$ cat config.mk
export PLATFORM = sky130hd
export DESIGN_NAME = poi_ctrl
export DESIGN_NICKNAME = d
export VERILOG_FILES = /design/src/rtl/poi_pkg.sv /design/src/rtl/poi_ctrl.sv
export SDC_FILE = /design/constraint.sdc
export NUM_CORES = 1
export LEC_CHECK = 0
export ABC_AREA = 1
export BUFFER_PORTS_ARGS = -buffer_cell sky130_fd_sc_hd__buf_2
export CORE_AREA = 3 3 40 42
export DETAILED_ROUTE_END_ITERATION = 12
export DIE_AREA = 0 0 43 45
export GPL_TIMING_DRIVEN = 0
export PLACE_DENSITY = 0.6
export SLEW_MARGIN = 20
export SYNTH_ARGS = -nofsm -noshare
export SYNTH_HDL_FRONTEND = slang
export SYNTH_SLANG_ARGS = --single-unit
$ cat constraint.sdc
create_clock -name clk -period 1.31 [get_ports clk]
set_clock_uncertainty 0.05 [all_clocks]
set_input_delay 0.131 -clock clk [delete_from_list [all_inputs] [get_ports clk]]
set_output_delay 0.131 -clock clk [all_outputs]
set_load 0.02 [all_outputs]
$ cat src/rtl/poi_pkg.sv
`timescale 1ns / 1ps
`default_nettype none
// ----------------------------------------------------------------------------
// poi_pkg
// Shared constants, types and command structures for the odometry integrator.
// ----------------------------------------------------------------------------
package poi_pkg;

  localparam int ANGLE_BITS = 32;
  localparam int POS_BITS   = 48;

  localparam logic [31:0] SIN_A  = 32'd1686629713;
  localparam logic [31:0] SIN_B  = 32'd688904866;
  localparam logic [31:0] SIN_C  = 32'd76016977;
  localparam logic [30:0] Q30_ONE = 31'h4000_0000;
  localparam logic [21:0] HEAD_K = 22'd2799883;
  localparam logic [27:0] DT_RND = 28'd65536000;

  // divide by 2^20 * 125: shift by DT_SH, then multiply by ceil(2^41 / 125)
  localparam int          DT_SH  = 20;
  localparam logic [34:0] DT_RCP = 35'd17592186045;
  localparam int          RCP_SH = 41;

  typedef enum logic [3:0] {
    OP_IDLE, OP_LOAD, OP_Z2, OP_T1, OP_T2, OP_T3, OP_SIN, OP_PROJ, OP_MAG,
    OP_SCALE, OP_RLO, OP_RHI, OP_HEAD, OP_COMMIT
  } op_t;

  typedef struct packed {
    op_t  op;
    logic sel;
  } poi_cmd_t;

endpackage
`default_nettype wire

$ cat src/rtl/poi_ctrl.sv
`timescale 1ns / 1ps
`default_nettype none
// ----------------------------------------------------------------------------
// poi_ctrl
// Sequencer: steps the datapath through sine, cosine, projection and update.
// ----------------------------------------------------------------------------
module poi_ctrl (
  input  wire logic              clk,
  input  wire logic              rst,
  input  wire logic              in_valid,
  output logic                   in_ready,
  output logic                   out_valid,
  input  wire logic              out_ready,
  output poi_pkg::poi_cmd_t      cmd
);
  import poi_pkg::*;

  typedef enum logic [3:0] {
    S_IDLE, S_Z2, S_T1, S_T2, S_T3, S_SIN, S_PROJ, S_MAG, S_SCALE, S_RLO,
    S_RHI, S_HEAD, S_COMMIT, S_OUT
  } state_t;

  state_t state;
  logic   sel;

  assign in_ready  = (state == S_IDLE);
  assign out_valid = (state == S_OUT);

  always_comb begin
    cmd.sel = sel;
    unique case (state)
      S_IDLE:   cmd.op = (in_valid) ? OP_LOAD : OP_IDLE;
      S_Z2:     cmd.op = OP_Z2;
      S_T1:     cmd.op = OP_T1;
      S_T2:     cmd.op = OP_T2;
      S_T3:     cmd.op = OP_T3;
      S_SIN:    cmd.op = OP_SIN;
      S_PROJ:   cmd.op = OP_PROJ;
      S_MAG:    cmd.op = OP_MAG;
      S_SCALE:  cmd.op = OP_SCALE;
      S_RLO:    cmd.op = OP_RLO;
      S_RHI:    cmd.op = OP_RHI;
      S_HEAD:   cmd.op = OP_HEAD;
      S_COMMIT: cmd.op = OP_COMMIT;
      default:  cmd.op = OP_IDLE;
    endcase
  end

  always_ff @(posedge clk) begin
    if (rst) begin
      state <= S_IDLE;
      sel   <= 1'b0;
    end else begin
      unique case (state)
        S_IDLE:  if (in_valid) begin
          state <= S_Z2;
          sel   <= 1'b0;
        end
        S_Z2:    state <= S_T1;
        S_T1:    state <= S_T2;
        S_T2:    state <= S_T3;
        S_T3:    state <= S_SIN;
        S_SIN:   begin
          if (sel) begin
            state <= S_PROJ;
            sel   <= 1'b0;
          end else begin
            state <= S_Z2;
            sel   <= 1'b1;
          end
        end
        S_PROJ:  state <= S_MAG;
        S_MAG:   state <= S_SCALE;
        S_SCALE: state <= S_RLO;
        S_RLO:   state <= S_RHI;
        S_RHI:   begin
          if (sel) begin
            state <= S_HEAD;
            sel   <= 1'b0;
          end else begin
            state <= S_MAG;
            sel   <= 1'b1;
          end
        end
        S_HEAD:   state <= S_COMMIT;
        S_COMMIT: state <= S_OUT;
        S_OUT:    if (out_ready) state <= S_IDLE;
        default:  state <= S_IDLE;
      endcase
    end
  end

endmodule
`default_nettype wire

==> impl_metrics.env <==
export IMPL_combPwrFrac_pct=43.6
export IMPL_ir_drop_mv=0.568
export IMPL_dp_slack_ns=0.0944
export IMPL_setup_viol=2
export IMPL_area_delta_synth_final_pct=41.8
export IMPL_synthesis_nets=75
export IMPL_p_leak_nw=0.293
export IMPL_cts_path_max_buffers=2
export IMPL_gr_usage_met2_pct=17.7
export IMPL_clk_latency_ns=0.24
export IMPL_clk_pin_slew_worst_paths_ns=0.04
export IMPL_final_cell_mix="18 x nand2_1, 11 x nor2_1, 8 x inv_1, 7 x buf_2"
export IMPL_viasPerCell=4.58
export IMPL_cts_made_buffers=3
export IMPL_layout_drive_gt1_share_pct=42.0
export IMPL_cts_tree="built"
export IMPL_grt_busiest_layer="met2"
export IMPL_grt_usage_pct=10.5
export IMPL_fin_crit_sh_pct=103
export IMPL_core_area_sq_um=1280
export IMPL_final_hold_violation_count=0
export IMPL_swShare_pct=37.8
export IMPL_route_detailed_drc=0
export IMPL_end_kind="output port"
export IMPL_grt_setup_unrepaired="yes"
export IMPL_die_area_sq_um=1940
export IMPL_switchingPower_mw=0.246
export IMPL_grtUsageMet1_pct=11.6
export IMPL_grt_ovfl_total=0
export IMPL_grt_pass1_vias=409
export IMPL_avgSynthCellArea_sq_um=5.57
export IMPL_antenna_found_initial=0
export IMPL_cp_arrival_ns=1.17
export IMPL_tightest_slew_ns=0.239
export IMPL_setup_tns_ns=-0.0590
export IMPL_power_density_nw_per_um2=1160
export IMPL_drt_iter0_markers=15
export IMPL_grtUsageMet3_pct=1.59
export IMPL_cp_required_ns=1.13
export IMPL_yosys_warnings=0
export IMPL_final_common_cell="nand2_1"
export IMPL_internal_power_mw=0.404
export IMPL_hpwl_um=745
export IMPL_cts_sinks=5
export IMPL_cts_root_buf="clkbuf_4"
export IMPL_seqPwrFrac_pct=29.9
export IMPL_stdcell_area_sq_um=561
export IMPL_die_x_um=43
export IMPL_hold_path_class="in2reg"
export IMPL_nFillCells=152
export IMPL_rows=13
export IMPL_pin_count=11
export IMPL_grt_pass1_wl_um=1520
export IMPL_start_util_pct=30.8
export IMPL_post_drt_wl_per_cell_um=9.22
export IMPL_ys_seq_area_share_pct=25.3
export IMPL_maxCapViolCount=0
export IMPL_register_area_sq_um=110
export IMPL_setup_ws_ns=-0.0391
export IMPL_drt_pass1_iterations=4
export IMPL_min_period_ns=1.35
export IMPL_finish_utilization_pct=43.6
export IMPL_worstSetupPathType="reg2out"
export IMPL_antenna_cells=0
export IMPL_ys_types=15
export IMPL_start_kind="flop"
export IMPL_ant_nets=0
export IMPL_port_buffers=10
export IMPL_chipHeight_um=45
export IMPL_multi_input_area_sq_um=267
export IMPL_slew_violations=0
export IMPL_relSlewSlack_pct=83.9
export IMPL_h_tree_depth=1
export IMPL_cp_max_fo=5
export IMPL_violations="negative setup slack"
export IMPL_final_nets=93
export IMPL_pwr_share_clk_pct=26.5
export IMPL_wl_um=950
export IMPL_ys_ff_latch=5
export IMPL_place_area_sq_um=464
export IMPL_netlist_instances=71
export IMPL_grt_max_degree=6
export IMPL_vias=472
export IMPL_gp_congestion=0.818
export IMPL_outcome="finished with violations"
export IMPL_fmax_ghz=0.741
export IMPL_syn_area_sq_um=395
==> worst paths after layout <==
path | from | end | slack (ns) | cells past startpoint
min | rst | state[1] | 0.04 | 2
max reg2reg | state[1] | state[2] | 0.11 | 8
min reg2reg | sel | sel | 0.49 | 2
max | state[2] | cmd[1] | -0.04 | 6
==> power by group through the flow <==
stage / registers [mW] / logic (mW) / clock network [mW]
floorplan: 0.184 / 0.164 / 0
global placement: 0.188 / 0.221 / 0
detailed placement: 0.188 / 0.222 / 0
CTS: 0.190 / 0.251 / 0.183
global route: 0.197 / 0.312 / 0.204
finish: 0.194 / 0.283 / 0.172
==> cells in the mapped netlist (all sizes together) <==
cell type | count | area, sq um
o211ai | 1 | 7.51
inv | 12 | 45.1
nor2 | 14 | 65.1
a21oi | 3 | 15.0
dfxtp | 5 | 100
nor3 | 2 | 15.0
buf | 1 | 7.51
nand3 | 5 | 25.0
nand2 | 24 | 95.1
o21ai | 4 | 20.0
==> per-layer routing <==
layer / share of wire, % / vias to the layer above
li1: - / 253
met1: 43 / 211
met2: 55 / 8
met3: 2.7 / 0
met4: 0 / 0
met5: 0 / -
==> sequential cells by signal, indices dropped and copies added, names as in the netlist <==
signal and flops:
sel 1, state 4
==> critical path: stages (launching register included) <==
cell and delay (ns):
dfxtp_4 0.36, inv_4 0.07, nand2_2 0.07, nor2_4 0.12
nand2_2 0.06, o211ai_1 0.08, buf_4 0.17
==> logic make-up (layout without fill, tap and decap cells) <==
| group | count (synthesis) | count (layout) | share of synthesized area (%) |
|---|---|---|---|
| simple gates | 45 | 45 | 50.6 |
| flops | 5 | 5 | 25.3 |
| compound gates | 8 | 8 | 10.8 |
| buf+inv | 13 | 30 | 13.3 |
==> what timing repair did <==
action,CTS,global route
buffers inserted,1,2
endpoints found under the setup margin,4,6
hold endpoints to repair,0,0
hold buffers,0,0
pin swaps,1,2
gates resized for setup,15,6
==> stage by stage <==
step | hold WS, ns | cells | total power [mW]
after floorplan | 0.150 | 71 | 0.348
after global placement | 0.286 | 96 | 0.409
after detailed placement | 0.294 | 96 | 0.409
after CTS | 0.0300 | 101 | 0.625
after global routing | 0.0378 | 103 | 0.713
final | 0.0402 | 103 | 0.650
==> final cells by class <==
type,instances,area share (%)
multi-input cells,53,47.5
flip-flops and latches,5,19.6
repair buffers,13,15.0
inverters,12,8.48
clock buffers,4,4.69
well taps,15,3.35
plain buffers,1,1.34
No activity file was read; power rests on OpenSTA's default activity.
